[config.mk]
export PLATFORM = sky130hd
export DESIGN_NAME = base32_strict_decoder_core
export DESIGN_NICKNAME = d
export VERILOG_FILES = /design/src/sv/b32d_pkg.sv /design/src/sv/b32d_front.sv /design/src/sv/b32d_queue.sv /design/src/sv/b32d_back.sv /design/src/sv/base32_strict_decoder_core.sv
export VERILOG_INCLUDE_DIRS = /design/src /design/src/sv
export SDC_FILE = /design/constraint.sdc
export NUM_CORES = 1
export LEC_CHECK = 0
export BUFFER_PORTS_ARGS = -buffer_cell sky130_fd_sc_hd__buf_2
export CAP_MARGIN = 20
export CORE_AREA = 2 2 112 104
export DETAILED_ROUTE_END_ITERATION = 7
export DIE_AREA = 0 0 114 106
export GPL_ROUTABILITY_DRIVEN = 0
export PLACE_DENSITY = 0.83
export RECOVER_POWER = 25
export REMOVE_ABC_BUFFERS = 1
export SYNTH_ARGS = -nofsm -noshare
export SYNTH_HDL_FRONTEND = slang
export SYNTH_HIERARCHICAL = 1
export SYNTH_SLANG_ARGS = --single-unit
[constraint.sdc]
create_clock -name clk -period 4.25 [get_ports clk]
set_clock_uncertainty 0.05 [all_clocks]
set_input_delay 0.85 -clock clk [delete_from_list [all_inputs] [get_ports clk]]
set_output_delay 0.85 -clock clk [all_outputs]
set_load 0.02 [all_outputs]
[src/sv/base32_strict_decoder_core_macros.svh]
// ============================================================================
// Assertion macros for the base32 strict decoder core
// Shared property wrappers, clocked on clk and disabled in reset.
// ============================================================================
`ifndef BASE32_STRICT_DECODER_CORE_MACROS_SVH
`define BASE32_STRICT_DECODER_CORE_MACROS_SVH

// Same-cycle implication.
`define B32D_ASSERT_NOW(label, ante, cons, msg) \
    label: assert property (@(posedge clk) disable iff (!rst_n) (ante) |-> (cons)) \
        else $error(msg);

// Next-cycle implication.
`define B32D_ASSERT_NEXT(label, ante, cons, msg) \
    label: assert property (@(posedge clk) disable iff (!rst_n) (ante) |=> (cons)) \
        else $error(msg);

`endif

[src/sv/b32d_pkg.sv]
// ============================================================================
// b32d_pkg
// Types, status codes and character constants of the base32 decoder.
// ============================================================================
package b32d_pkg;

    localparam int SYMBOL_BITS  = 5;
    localparam int BYTE_BITS    = 8;
    localparam int LETTER_COUNT = 26;

    localparam logic [7:0] CHAR_PAD   = 8'h3D; // '='
    localparam logic [7:0] CHAR_DASH  = 8'h2D; // '-'
    localparam logic [7:0] CHAR_SPACE = 8'h20; // ' '
    localparam logic [7:0] CHAR_UP_A  = 8'h41;
    localparam logic [7:0] CHAR_UP_Z  = 8'h5A;
    localparam logic [7:0] CHAR_LO_A  = 8'h61;
    localparam logic [7:0] CHAR_LO_Z  = 8'h7A;
    localparam logic [7:0] CHAR_TWO   = 8'h32;
    localparam logic [7:0] CHAR_SEVEN = 8'h37;

    localparam logic [2:0] ST_OK        = 3'd0;
    localparam logic [2:0] ST_BAD_CHAR  = 3'd1;
    localparam logic [2:0] ST_BAD_PAD   = 3'd2;
    localparam logic [2:0] ST_TOO_SMALL = 3'd3;
    localparam logic [2:0] ST_NONCANON  = 3'd4;

    localparam logic [2:0] PAD_COUNT_MAX = 3'd7;

    typedef enum logic [1:0] {
        CLS_SYMBOL,
        CLS_PAD,
        CLS_INVALID,
        CLS_END
    } b32d_class_t;

    typedef struct packed {
        b32d_class_t cls;
        logic [4:0]  value;
    } b32d_item_t;

    typedef struct packed {
        logic        is_byte;
        logic [7:0]  data_byte;
        logic [2:0]  status;
        logic [15:0] byte_count;
        logic        last;
    } b32d_result_t;

    // Padding length expected for a given symbol count modulo eight.
    function automatic logic [2:0] pad_expected(input logic [2:0] rem);
        logic [2:0] pad;
        begin
            case (rem)
                3'd2:    pad = 3'd6;
                3'd4:    pad = 3'd4;
                3'd5:    pad = 3'd3;
                3'd7:    pad = 3'd1;
                default: pad = 3'd0;
            endcase
            return pad;
        end
    endfunction

endpackage

[src/sv/b32d_front.sv]
// ============================================================================
// b32d_front
// Input side: accept requests, classify characters, drop skipped ones.
// ============================================================================
module b32d_front
    import b32d_pkg::*;
(
    input  logic       s_tvalid,
    output logic       s_tready,
    input  logic       kind,
    input  logic [7:0] character,
    input  logic       q_full,
    output logic       push,
    output b32d_item_t item
);

    logic skip;
    logic [7:0] diff;

    assign s_tready = !q_full;

    always_comb
    begin
        skip       = 1'b0;
        item.cls   = CLS_INVALID;
        item.value = '0;
        diff       = '0;
        if (kind)
        begin
            item.cls = CLS_END;
        end
        else if (character == CHAR_SPACE || character == CHAR_DASH)
        begin
            skip = 1'b1;
        end
        else if (character == CHAR_PAD)
        begin
            item.cls = CLS_PAD;
        end
        else if (character >= CHAR_UP_A && character <= CHAR_UP_Z)
        begin
            diff       = character - CHAR_UP_A;
            item.cls   = CLS_SYMBOL;
            item.value = diff[4:0];
        end
        else if (character >= CHAR_LO_A && character <= CHAR_LO_Z)
        begin
            diff       = character - CHAR_LO_A;
            item.cls   = CLS_SYMBOL;
            item.value = diff[4:0];
        end
        else if (character >= CHAR_TWO && character <= CHAR_SEVEN)
        begin
            diff       = character - CHAR_TWO + 8'(LETTER_COUNT);
            item.cls   = CLS_SYMBOL;
            item.value = diff[4:0];
        end
    end

    // Spaces and dashes never touch state: drop them here.
    assign push = s_tvalid && s_tready && !skip;

endmodule

[src/sv/b32d_queue.sv]
// ============================================================================
// b32d_queue
// Short first-in first-out queue of classified items.
// ============================================================================
module b32d_queue
    import b32d_pkg::*;
#(
    parameter int DEPTH = 2
)
(
    input  logic                       clk,
    input  logic                       rst_n,
    input  logic                       push,
    input  b32d_item_t                 push_item,
    input  logic                       pop,
    output b32d_item_t                 pop_item,
    output logic                       empty,
    output logic                       full,
    output logic [$clog2(DEPTH+1)-1:0] count
);

    localparam int PTR_W = $clog2(DEPTH);
    localparam int CNT_W = $clog2(DEPTH + 1);

    b32d_item_t       entry_reg [DEPTH];
    logic [PTR_W-1:0] wr_ptr_reg;
    logic [PTR_W-1:0] wr_ptr_next;
    logic [PTR_W-1:0] rd_ptr_reg;
    logic [PTR_W-1:0] rd_ptr_next;
    logic [CNT_W-1:0] count_reg;
    logic [CNT_W-1:0] count_next;

    assign empty    = (count_reg == '0);
    assign full     = (count_reg == CNT_W'(DEPTH));
    assign count    = count_reg;
    assign pop_item = entry_reg[rd_ptr_reg];

    always_comb
    begin
        wr_ptr_next = wr_ptr_reg;
        rd_ptr_next = rd_ptr_reg;
        count_next  = count_reg;
        if (push)
        begin
            wr_ptr_next = (wr_ptr_reg == PTR_W'(DEPTH - 1)) ? '0 : wr_ptr_reg + 1'b1;
        end
        if (pop)
        begin
            rd_ptr_next = (rd_ptr_reg == PTR_W'(DEPTH - 1)) ? '0 : rd_ptr_reg + 1'b1;
        end
        if (push && !pop)
        begin
            count_next = count_reg + 1'b1;
        end
        else if (pop && !push)
        begin
            count_next = count_reg - 1'b1;
        end
    end

    always_ff @(posedge clk or negedge rst_n)
    begin
        if (!rst_n)
        begin
            wr_ptr_reg <= '0;
            rd_ptr_reg <= '0;
            count_reg  <= '0;
        end
        else
        begin
            wr_ptr_reg <= wr_ptr_next;
            rd_ptr_reg <= rd_ptr_next;
            count_reg  <= count_next;
        end
    end

    always_ff @(posedge clk)
    begin
        if (push)
        begin
            entry_reg[wr_ptr_reg] <= push_item;
        end
    end

endmodule

[src/sv/b32d_back.sv]
// ============================================================================
// b32d_back
// Execution side: bit accumulator, padding and error tracking, result stage.
// ============================================================================
module b32d_back
    import b32d_pkg::*;
(
    input  logic         clk,
    input  logic         rst_n,
    input  logic         q_empty,
    input  b32d_item_t   item,
    output logic         pop,
    input  logic [15:0]  capacity,
    output logic         m_tvalid,
    input  logic         m_tready,
    output b32d_result_t result
);

    logic [11:0] buf_reg, buf_next;
    logic [3:0]  held_reg, held_next;
    logic [15:0] written_reg, written_next;
    logic [2:0]  mod8_reg, mod8_next;
    logic        any_reg, any_next;
    logic        pad_seen_reg, pad_seen_next;
    logic [2:0]  pad_cnt_reg, pad_cnt_next;
    logic [2:0]  err_reg, err_next;
    logic        out_valid_reg, out_valid_next;
    b32d_result_t out_res_reg;

    logic         take;
    logic         emit;
    b32d_result_t res;
    logic [2:0]   final_st;
    logic [11:0]  shifted;
    logic [3:0]   held_sum;
    logic [3:0]   held_left;
    logic [11:0]  keep_mask;

    assign take     = !q_empty && (!out_valid_reg || m_tready);
    assign pop      = take;
    assign m_tvalid = out_valid_reg;
    assign result   = out_res_reg;

    // End-of-string checks in priority order.
    always_comb
    begin
        if (err_reg != ST_OK)
            final_st = err_reg;
        else if (!any_reg)
            final_st = ST_BAD_CHAR;
        else if (!(mod8_reg == 3'd0 || mod8_reg == 3'd2 || mod8_reg == 3'd4 ||
                   mod8_reg == 3'd5 || mod8_reg == 3'd7))
            final_st = ST_NONCANON;
        else if (held_reg != 4'd0 && buf_reg != 12'd0)
            final_st = ST_NONCANON;
        else if (pad_cnt_reg != 3'd0 &&
                 (pad_cnt_reg != pad_expected(mod8_reg) ||
                  (mod8_reg + pad_cnt_reg) != 3'd0))
            final_st = ST_BAD_PAD;
        else
            final_st = ST_OK;
    end

    always_comb
    begin
        shifted   = {buf_reg[6:0], item.value};
        held_sum  = held_reg + 4'(SYMBOL_BITS);
        held_left = held_sum - 4'(BYTE_BITS);
        keep_mask = (12'd1 << held_left) - 12'd1;
    end

    always_comb
    begin
        buf_next      = buf_reg;
        held_next     = held_reg;
        written_next  = written_reg;
        mod8_next     = mod8_reg;
        any_next      = any_reg;
        pad_seen_next = pad_seen_reg;
        pad_cnt_next  = pad_cnt_reg;
        err_next      = err_reg;
        emit          = 1'b0;
        res           = '0;
        if (take)
        begin
            unique case (item.cls)
                CLS_END:
                begin
                    emit           = 1'b1;
                    res.last       = 1'b1;
                    res.status     = final_st;
                    res.byte_count = (final_st == ST_OK) ? written_reg : 16'd0;
                    buf_next       = '0;
                    held_next      = '0;
                    written_next   = '0;
                    mod8_next      = '0;
                    any_next       = 1'b0;
                    pad_seen_next  = 1'b0;
                    pad_cnt_next   = '0;
                    err_next       = ST_OK;
                end
                CLS_PAD:
                begin
                    if (err_reg == ST_OK)
                    begin
                        pad_seen_next = 1'b1;
                        if (pad_cnt_reg != PAD_COUNT_MAX)
                            pad_cnt_next = pad_cnt_reg + 3'd1;
                    end
                end
                CLS_INVALID:
                begin
                    if (err_reg == ST_OK)
                        err_next = pad_seen_reg ? ST_BAD_PAD : ST_BAD_CHAR;
                end
                CLS_SYMBOL:
                begin
                    if (err_reg == ST_OK)
                    begin
                        if (pad_seen_reg)
                        begin
                            err_next = ST_BAD_PAD;
                        end
                        else
                        begin
                            any_next  = 1'b1;
                            mod8_next = mod8_reg + 3'd1;
                            buf_next  = shifted;
                            held_next = held_sum;
                            if (held_sum >= 4'(BYTE_BITS))
                            begin
                                held_next = held_left;
                                if (written_reg >= capacity)
                                begin
                                    err_next = ST_TOO_SMALL;
                                end
                                else
                                begin
                                    emit          = 1'b1;
                                    res.is_byte   = 1'b1;
                                    res.data_byte = 8'(shifted >> held_left);
                                    buf_next      = shifted & keep_mask;
                                    written_next  = written_reg + 16'd1;
                                end
                            end
                        end
                    end
                end
                default:
                begin
                    err_next = err_reg;
                end
            endcase
        end
    end

    always_comb
    begin
        out_valid_next = out_valid_reg;
        if (emit)
            out_valid_next = 1'b1;
        else if (m_tready)
            out_valid_next = 1'b0;
    end

    always_ff @(posedge clk or negedge rst_n)
    begin
        if (!rst_n)
        begin
            buf_reg       <= '0;
            held_reg      <= '0;
            written_reg   <= '0;
            mod8_reg      <= '0;
            any_reg       <= 1'b0;
            pad_seen_reg  <= 1'b0;
            pad_cnt_reg   <= '0;
            err_reg       <= ST_OK;
            out_valid_reg <= 1'b0;
        end
        else
        begin
            buf_reg       <= buf_next;
            held_reg      <= held_next;
            written_reg   <= written_next;
            mod8_reg      <= mod8_next;
            any_reg       <= any_next;
            pad_seen_reg  <= pad_seen_next;
            pad_cnt_reg   <= pad_cnt_next;
            err_reg       <= err_next;
            out_valid_reg <= out_valid_next;
        end
    end

    always_ff @(posedge clk)
    begin
        if (emit)
            out_res_reg <= res;
    end

endmodule

[src/sv/base32_strict_decoder_core.sv]
// ============================================================================
// base32_strict_decoder_core
// Strict base32 stream decoder: one character request in, data bytes and a
// final status out.
// ============================================================================
// Feed one ASCII character per request (tuser low), or an end marker
// (tuser high). Letters of either case and digits 2 to 7 are symbols; spaces
// and dashes are skipped; '=' opens padding. Each symbol adds five bits, and a
// data byte leaves as soon as eight bits are held. The first error is latched
// and later characters are ignored until the end marker, which returns one
// status result (tlast high) carrying the byte count when the status is ok,
// and then clears the stream state. On a bad status, discard the bytes
// already delivered. The block takes one request per clock while its queue has
// room and gives at most one result per request; the front classifier and the
// back accumulator are parted by a queue of QUEUE_DEPTH entries, so a result
// passes through a queue entry and then the output register, and the queue
// lets further requests in while a result waits. Write the capacity register
// only while no string is in flight; its reset value is 65535.
module base32_strict_decoder_core
    import b32d_pkg::*;
#(
    parameter int QUEUE_DEPTH = 2
)
(
    input  logic        clk,
    input  logic        rst_n,
    // Character requests
    input  logic        s_tvalid,
    output logic        s_tready,
    input  logic [7:0]  s_tdata,   // [7:0] character
    input  logic        s_tuser,   // [0] kind: 1 = end of string
    // Results
    output logic        m_tvalid,
    input  logic        m_tready,
    output logic [31:0] m_tdata,   // [7:0] data_byte, [10:8] status,
                                   // [26:11] byte_count, [31:27] zero
    output logic        m_tuser,   // [0] is_byte
    output logic        m_tlast,
    // Capacity register write
    input  logic        cfg_valid,
    output logic        cfg_ready,
    input  logic [15:0] cfg_data
);

    `include "base32_strict_decoder_core_macros.svh"

    localparam int CNT_W = $clog2(QUEUE_DEPTH + 1);

    logic [15:0]      capacity_reg;
    logic             q_full;
    logic             q_empty;
    logic             q_push;
    logic             q_pop;
    logic [CNT_W-1:0] q_count;
    b32d_item_t       front_item;
    b32d_item_t       back_item;
    b32d_result_t     result;

    // Capacity register: always ready, holds until rewritten.
    assign cfg_ready = 1'b1;

    always_ff @(posedge clk or negedge rst_n)
    begin
        if (!rst_n)
            capacity_reg <= 16'hFFFF;
        else if (cfg_valid && cfg_ready)
            capacity_reg <= cfg_data;
    end

    // Classify and drop skipped characters.
    b32d_front u_front
    (
        .s_tvalid  (s_tvalid),
        .s_tready  (s_tready),
        .kind      (s_tuser),
        .character (s_tdata),
        .q_full    (q_full),
        .push      (q_push),
        .item      (front_item)
    );

    // Decouple the classifier from the accumulator.
    b32d_queue #(
        .DEPTH (QUEUE_DEPTH)
    ) u_queue
    (
        .clk       (clk),
        .rst_n     (rst_n),
        .push      (q_push),
        .push_item (front_item),
        .pop       (q_pop),
        .pop_item  (back_item),
        .empty     (q_empty),
        .full      (q_full),
        .count     (q_count)
    );

    // Accumulate bits, track padding and errors, hold the result.
    b32d_back u_back
    (
        .clk      (clk),
        .rst_n    (rst_n),
        .q_empty  (q_empty),
        .item     (back_item),
        .pop      (q_pop),
        .capacity (capacity_reg),
        .m_tvalid (m_tvalid),
        .m_tready (m_tready),
        .result   (result)
    );

    assign m_tdata = {5'b0, result.byte_count, result.status, result.data_byte};
    assign m_tuser = result.is_byte;
    assign m_tlast = result.last;

    `B32D_ASSERT_NOW(a_queue_bound, 1'b1, q_count <= CNT_W'(QUEUE_DEPTH),
        "queue count beyond depth")
    `B32D_ASSERT_NOW(a_byte_shape, m_tvalid && m_tuser,
        !m_tlast && m_tdata[10:8] == ST_OK && m_tdata[26:11] == 16'd0,
        "data byte result carries status fields")
    `B32D_ASSERT_NOW(a_fail_no_count, m_tvalid && m_tlast && m_tdata[10:8] != ST_OK,
        m_tdata[26:11] == 16'd0 && m_tdata[7:0] == 8'd0,
        "failed status carries a byte count")
    `B32D_ASSERT_NEXT(a_pop_when_queued, q_empty && !q_push, !q_pop,
        "pop from an empty queue")

endmodule

==> key figures, run 1 <==
Setup path
  • CP startpoint: u_queue/rd_ptr_reg$_DFFE_PN0P_
  • Critical Path Max Stage Delay: 0.62 ns
  • Reg2Reg Depth: 9
  • Crit end category: flip-flop
  • Worst EP arrival: 3.79 ns
  • CP Max Fanout: 11
  • Worst EP required: 4.47 ns
  • CP max-delay cell: or4_1
  • Crit path launch type: flip-flop
  • Worst Setup Path Type: flip-flop to flip-flop
  • Reg-to-reg critical path endpoint: u_back/written_reg[8]$_DFFE_PN0P_
  • FF-to-FF Start: u_queue/rd_ptr_reg$_DFFE_PN0P_
  • Critical path endpoint: u_back/written_reg[8]$_DFFE_PN0P_
  • Reg2reg setup slack: 0.67 ns
  • Crit-path cells: mux2_2 > inv_1 > ha_1 > nor4b_1 > o211ai_1 > nor3_1 > nand4b_1 > or4_1 > a21oi_1

Clock tree
  • Worst skew pair latency: 0.34 ns
  • Total CTS buffers: 9
  • Post_cts resized: 0
  • CTS Sinks: 106
  • Clk root buf: clkbuf_16
  • Hold_buf cts: 0
  • Clock transition at the registers of the reported paths: 0.07 ns
  • Clock buffer depth: 2
  • CTS tree: done
  • Post-CTS Setup Bufs: 0
  • CTS H-Tree Depth: 3

Pwr
  • Sequential share of power: 39.8%
  • Power Density: 544.7 mW/mm^2
  • Gate power share: 39.9%
  • Static Leak: 3.008 nW
  • Clock power share: 20.3%
  • Cell internal pwr: 0.002330 W
  • Worst VDD drop: 288.8 uV
  • P_sw: 0.001496 W
  • Sw Share: 39.11%

Detailed routing
  • Total wire length: 13,910 um
  • Initial DRC Count: 407
  • # DRC: 0
  • Post-route antenna net violation count: 0
  • Number of vias per cell: 6.174
  • Vias: 4,933
  • Pre-antenna DRT Iters: 5
  • Routed len/inst: 17.40 um

Synthesis
  • Post-synth EDFFs: 43
  • Synthesized instance count: 603
  • Syn_area_per_cell: 10.63 um^2
  • Post-synthesis sequential area ratio: 45.05%
  • Synthesized flop and latch total: 106
  • Synth Warn #: 6
  • Yosys cell types: 77
  • Mapped cell area: 0.006410 mm^2
  • FFs w/ async S/R, synth: 59.43%
  • Most used flip-flop cell after synthesis: dfrtp_1

Finish
  • Fin area: 0.007024 mm^2
  • Filler Cells Inserted: 850
  • Final-stage net count: 733
  • Antenna Diode Count: 0
  • Max reg flops: 29
  • Layout cell share with drive strength beyond 1: 19.61%
  • Area grow syn2layout: 9.584%

STA
  • Max-slew headroom: -49.21%
  • # setup viols final: 0
  • Total negative slack: 0 ns
  • Period utilisation layout: 84.21%
  • Measured slew at the worst slew-check pin: 2.238 ns
  • Fmax achieved: 279.4 MHz
  • RSZ-0062 raised after global routing: false
  • Final Max Tran Viols: 42
  • Final hold violation count: 0
  • Post-layout min period: 3.579 ns

Placement
  • Post-DP Area: 0.006792 mm^2
  • PortBufs: 60
  • DP HPWL: 9887 um

Die
  • Initial core utilization: 58.18%
  • Row Count: 37
  • I/O pin count: 67
  • Die Wd: 114 um
  • Die ar.: 0.01208 mm^2
  • Core area: 0.01102 mm^2
  • DIE HEIGHT: 106 um

GRT
  • Initial antenna violation count: 0
  • Largest net degree at the start of global routing: 42
  • Total gr overflow: 0
  • Global-route wire length before repair: 22,950 um
  • Vias in the first global route: 4,928
  • GRT Util Overall: 23.76%

Hold path
  • Tightest Hold Check Type: flip-flop to flip-flop

Run
  • Max Cap Viol: 1

Run status
  • Failing checks: capacitance limit, slew limit
  • Status: finished with violations
-- metal layers --
layer | vias up | share of wire, % | global-route usage [%]
li1 | 2291 | - | -
met4 | 0 | 1.4 | 8.885
met3 | 24 | 6.7 | 4.903
met1 | 2414 | 42 | 30.85
met2 | 204 | 50 | 39.37
met5 | - | 0 | 0
-- worst min path at each step --
stage	end	from	cells after the start	slack, ns
after CTS	u_queue/wr_ptr_reg$_DFFE_PN0P_	u_queue/wr_ptr_reg$_DFFE_PN0P_	1	0.44
after detailed placement	u_queue/wr_ptr_reg$_DFFE_PN0P_	u_queue/wr_ptr_reg$_DFFE_PN0P_	1	0.42
final	u_queue/wr_ptr_reg$_DFFE_PN0P_	u_queue/wr_ptr_reg$_DFFE_PN0P_	1	0.44
after global routing	u_queue/wr_ptr_reg$_DFFE_PN0P_	u_queue/wr_ptr_reg$_DFFE_PN0P_	1	0.46
after floorplan	u_queue/wr_ptr_reg$_DFFE_PN0P_	u_queue/wr_ptr_reg$_DFFE_PN0P_	1	0.41
after global placement	u_queue/wr_ptr_reg$_DFFE_PN0P_	u_queue/wr_ptr_reg$_DFFE_PN0P_	1	0.42
-- cell families (layout without fill, tap and decap cells) --
kind of cell	after synthesis	after routing	synth area share [%]
AOI/OAI and AO/OA	121	121	13.06
xor gates and xnor gates	14	14	2.030
adders and majority gates	45	45	8.901
buffers and inverters	73	129	5.504
DFF	106	106	45.05
muxes	41	41	8.940
other	2	6	0.1172
and+or+nand+nor	201	201	16.40
-- final cells by class --
class                      count  area, um^2  area share [%]
clock buffer                  12       246.5           3.509
sequential                   106        2888           41.11
clock inverter                 4       27.53          0.3919
inverter                      42       157.7           2.244
multi-input combinational    428        3159           44.98
timing repair buffer          71       375.4           5.344
tap                          136       170.2           2.423
-- synthesized netlist by cell type (3+ instances only) --
cell | count | area, um^2
nor4b_1 | 3 | 26.28
a31oi_1 | 5 | 31.28
nor3_1 | 14 | 70.07
a21oi_1 | 37 | 185.2
nor2b_1 | 4 | 25.02
nand2_1 | 52 | 195.2
nand4b_1 | 3 | 26.28
buf_4 | 8 | 60.06
clkbuf_1 | 15 | 56.30
mux4_1 | 5 | 131.4
mux2i_1 | 10 | 100.1
or3_1 | 8 | 50.05
buf_6 | 4 | 45.04
inv_1 | 42 | 157.7
and3_1 | 4 | 25.02
and2_1 | 20 | 125.1
xor2_1 | 7 | 61.31
nand2b_1 | 9 | 56.30
dfstp_2 | 16 | 420.4
mux2_2 | 15 | 168.9
a22o_1 | 3 | 26.28
o21ai_0 | 19 | 95.09
mux2_4 | 10 | 150.1
or4_1 | 4 | 30.03
ha_1 | 44 | 550.5
nor4_1 | 5 | 31.28
a32o_1 | 10 | 100.1
o22ai_1 | 3 | 18.77
o211ai_1 | 5 | 37.54
o31ai_1 | 7 | 52.55
nor2_1 | 40 | 150.1
xnor2_1 | 6 | 52.55
a211oi_1 | 4 | 30.03
nand3_1 | 20 | 100.1
o21a_1 | 3 | 22.52
edfxtp_1 | 43 | 1291
dfrtp_1 | 47 | 1176
-- cell usage in the layout, fill, tap and decap left out, types with 7 or more instances in the layout --
master and instances:
o21ai_0 19, mux2i_1 10, and2_1 19, dfstp_2 16, buf_4 10, o31ai_1 7
nor2_1 39, a32o_1 10, ha_1 44, mux2_2 15, mux2_1 9, clkbuf_16 9
nand2b_1 9, inv_1 42, nand3_1 20, nand2_1 52, a21oi_1 37, or3_1 8
buf_2 57, edfxtp_1 43, dfrtp_1 47, xor2_1 7, nor3_1 14
-- power by group through the flow --
stage               Clock, W  Sequential [W]  Combinational (W)
finish              0.000777         0.00152            0.00153
floorplan                  0         0.00158           0.000939
global placement           0         0.00152            0.00145
CTS                 0.000790         0.00152            0.00152
global route        0.000833         0.00155            0.00167
detailed placement         0         0.00154            0.00151
-- worst max-delay path: cells and delay by family (launching register included) --
family          cells  cell delay, ns
compound gates      2            0.46
fa+ha+maj           1            0.33
buf+inv             1            0.09
flops               1            0.54
mux                 1            0.41
simple gates        4            1.62
-- per-stage QoR --
step	hold slack, ns	utilization [%]	total power (W)	std cells	setup WS [ns]
final	0.4403	63.75	0.003826	799	0.6713
after CTS	0.4395	64.13	0.003833	799	0.7625
after floorplan	0.4055	-	0.002515	576	0.3697
after global routing	0.4623	63.75	0.004049	799	0.5097
after global placement	0.4205	61.64	0.002966	783	1.002
after detailed placement	0.4248	61.64	0.003045	783	0.8592
Note: power is estimated with default switching activity, not from simulation.
==> run 2: changes to the inputs <==
--- a/config.mk
+++ b/config.mk
@@ -6,13 +6,14 @@
 export SDC_FILE = /design/constraint.sdc
 export NUM_CORES = 1
 export LEC_CHECK = 0
+export ABC_AREA = 1
 export BUFFER_PORTS_ARGS = -buffer_cell sky130_fd_sc_hd__buf_2
 export CAP_MARGIN = 20
-export CORE_AREA = 2 2 112 104
+export CORE_AREA = 2 2 117 108
 export DETAILED_ROUTE_END_ITERATION = 7
-export DIE_AREA = 0 0 114 106
+export DIE_AREA = 0 0 119 110
 export GPL_ROUTABILITY_DRIVEN = 0
-export PLACE_DENSITY = 0.83
+export PLACE_DENSITY = 0.82
 export RECOVER_POWER = 25
 export REMOVE_ABC_BUFFERS = 1
 export SYNTH_ARGS = -nofsm -noshare
==> constraint.sdc (replaced) <==
create_clock -name clk -period 3.7 [get_ports clk]
set_clock_uncertainty 0.05 [all_clocks]
set_input_delay 0.74 -clock clk [delete_from_list [all_inputs] [get_ports clk]]
set_output_delay 0.74 -clock clk [all_outputs]
set_load 0.02 [all_outputs]
==> run 2 against run 1 <==
Effect of this change:
- the flow still finishes with violations (capacitance limit, slew limit)
- synthesized area up 8.4%
- sequential power up 15%
- clock-buffer cell count down 2
- clock power up 14%
- cell area up 7.4%
- critical path type unchanged
- largest power group unchanged
- highest routed layer is now met5
==> key figures, run 2 <==
GRT
  • Met3 global-route usage: 4.064%
  • Met2 usage in global routing: 37.64%
  • Most Used Layer, Global Route: met2
  • Initial antenna violation count: 1
  • Global-route wire length before repair: 24,450 um
  • Met1 Use GR: 32.99%
  • Total gr overflow: 0
  • Vias in the first global route: 5,154
  • GRT Util Overall: 23.38%
  • Largest net degree at the start of global routing: 37

Clock tree
  • Clock buffer depth: 2
  • CTS H-Tree Depth: 3
  • CTS tree: done
  • CTS Sinks: 106
  • Total CTS buffers: 9
  • Worst skew pair latency: 0.35 ns
  • Hold_buf cts: 0
  • Post_cts resized: 0
  • Post-CTS Setup Bufs: 0
  • Clk root buf: clkbuf_16
  • Clock transition at the registers of the reported paths: 0.07 ns

STA
  • Hold_ws: 0.4116 ns
  • Final hold violation count: 0
  • # setup viols final: 0
  • Final Max Tran Viols: 28
  • RSZ-0062 raised after global routing: false
  • Post-route worst setup slack: 0.5974 ns
  • Total negative slack: 0 ns
  • Period utilisation layout: 83.85%
  • Max-slew headroom: -0.09306%
  • Measured slew at the worst slew-check pin: 1.501 ns
  • Fmax achieved: 322.3 MHz
  • Post-layout min period: 3.103 ns

Setup path
  • Worst EP required: 3.66 ns
  • Crit path launch type: flip-flop
  • Critical Path Max Stage Delay: 0.60 ns
  • Worst Setup Path Type: flip-flop to flip-flop
  • Worst EP arrival: 3.06 ns
  • Crit end category: flip-flop
  • CP startpoint: u_queue/rd_ptr_reg$_DFFE_PN0P_
  • Crit-path cells: mux2_4 > inv_1 > ha_1 > inv_2 > nor2_2 > inv_2 > nor2_2 > nand4_4 > nand2_1 > nand2_1 > inv_1 > buf_4
  • FF-to-FF Start: u_queue/rd_ptr_reg$_DFFE_PN0P_
  • CP Max Fanout: 28
  • CP max-delay cell: dfrtp_1

Finish
  • Filler Cells Inserted: 1,000
  • Fin area: 0.007545 mm^2
  • Final-stage net count: 1,008
  • Layout cell share with drive strength beyond 1: 16.42%
  • Multi-input combinational cell area: 0.003428 mm^2
  • Antenna Diode Count: 0
  • Commonest non-fill, non-tap cell in the layout: nand2_1
  • Area grow syn2layout: 8.590%
  • Max reg flops: 29
  • Sequential Area: 0.002888 mm^2
  • Most frequent cells in the layout: nand2_1, nor2_1, inv_1, nand3_1, buf_2
  • Layout Cells excl Fill: 1,098

Synthesis
  • Most frequent cell after synthesis: nand2_1
  • Cell taking the most area after synthesis: edfxtp_1
  • Post-synthesis sequential area ratio: 41.56%
  • Synthesized flop and latch total: 106
  • FFs w/ async S/R, synth: 59.43%
  • Yosys cell types: 43
  • Most used flip-flop cell after synthesis: dfrtp_1
  • Synth top area cells: edfxtp_1, dfrtp_1, nand2_1
  • Mapped cell area: 0.006948 mm^2
  • Synth top area share: 18.58%
  • Commonest cells post-synth: nand2_1, nor2_1, inv_1
  • Syn_area_per_cell: 7.913 um^2
  • Synth Warn #: 6
  • Post-synth EDFFs: 43
  • Synthesized instance count: 878

Die
  • Initial core utilization: 58.69%
  • Row Count: 38
  • Core area: 0.01184 mm^2
  • Die ar.: 0.01309 mm^2
  • I/O pin count: 67
  • Die Wd: 119 um
  • DIE HEIGHT: 110 um

Placement
  • Post-DP Area: 0.007298 mm^2
  • DP HPWL: 10,960 um
  • PortBufs: 60
  • Placed Cells: 1,082
  • Worst slack, placed: 0.6131 ns

Detailed routing
  • Pre-antenna DRT Iters: 5
  • Number of vias per cell: 5.199
  • Routed len/inst: 13.28 um
  • Initial DRC Count: 459
  • Post-route antenna net violation count: 0
  • Total wire length: 14,580 um
  • # DRC: 0
  • Vias: 5,709

Pwr
  • Worst VDD drop: 374.3 uV
  • Static Leak: 3.655 nW
  • Power Density: 623.4 mW/mm^2

Run status
  • Failing checks: capacitance limit, slew limit
  • Status: finished with violations

Hold path
  • Hold path start: capacity_reg[14]$_DFFE_PN1P_
  • Tightest Hold Check Type: flip-flop to flip-flop

Run
  • Max Cap Viol: 1
## run 2: cell count changes after synthesis, moves of 17 or more
cell,change
nand2_1,+191
nand2_2,+17
inv_1,+60
nand3_1,+45
nor2_1,+66
and2_1,-20
## run 2: area by class of cell
| type | count | area share [%] |
|---|---|---|
| clock inverters | 6 | 0.5141 |
| flip-flops and latches | 106 | 38.28 |
| repair buffers | 65 | 4.395 |
| multi-input cells | 637 | 45.44 |
| inverters | 114 | 5.688 |
| well taps | 160 | 2.653 |
| clock buffers | 10 | 3.035 |
## run 2: worst max-delay path: cells and delay by family (launching register included)
kind / cells / cell delay (ns)
adders and majority gates: 1 / 0.31
buffers and inverters: 5 / 0.74
DFF: 1 / 0.60
muxes: 1 / 0.36
and+or+nand+nor: 5 / 0.69
## run 2: kinds of logic (layout without fill, tap and decap cells)
logic type | Yosys count | after routing | share of synthesized area (%)
compound gates | 81 | 81 | 6.789
xor+xnor | 22 | 22 | 2.773
fa+ha+maj | 45 | 45 | 8.212
buf+inv | 139 | 195 | 9.148
flops | 106 | 106 | 41.56
mux | 7 | 7 | 1.513
other cells | 2 | 6 | 0.1081
simple gates | 476 | 476 | 29.89
## run 2: path summary, 6_finish.rpt
| check | end | slack [ns] | depth (start not counted) |
|---|---|---|---|
| worst max-delay path | u_back/result[21]$_SDFFCE_PP0P_ | 0.60 | 12 |
| worst min-delay path | capacity_reg[14]$_DFFE_PN1P_ | 0.41 | 2 |
| worst max register to register | u_back/result[21]$_SDFFCE_PP0P_ | 0.60 | 12 |
| worst min register to register | capacity_reg[14]$_DFFE_PN1P_ | 0.41 | 2 |
| max in group asynchronous | u_back/buf_reg[3]$_DFFE_PN0P_ | 1.22 | 2 |
| min in group asynchronous | u_back/written_reg[0]$_DFFE_PN0P_ | 0.70 | 1 |
## run 2: stage by stage
| stage | power [W] | util [%] |
|---|---|---|
| floorplan | 0.003246 | - |
| global route | 0.005061 | 63.73 |
| CTS | 0.004715 | 63.91 |
| global placement | 0.003768 | 61.65 |
| detailed placement | 0.003820 | 61.65 |
| finish | 0.004704 | 63.73 |
## run 2: metal layers
metal,routed length (um),share of wire (%),vias up
met5,13,0.089,-
met4,158,1.1,2
met3,1077,7.4,16
met2,6572,45,204
met1,6759,46,2579
li1,-,-,2908
## run 2: power by group
part	switching, W	internal (W)	total [W]
clock network	0.000425	0.000459	0.000884
logic	0.00142	0.000651	0.00207
registers	0.000187	0.00157	0.00175
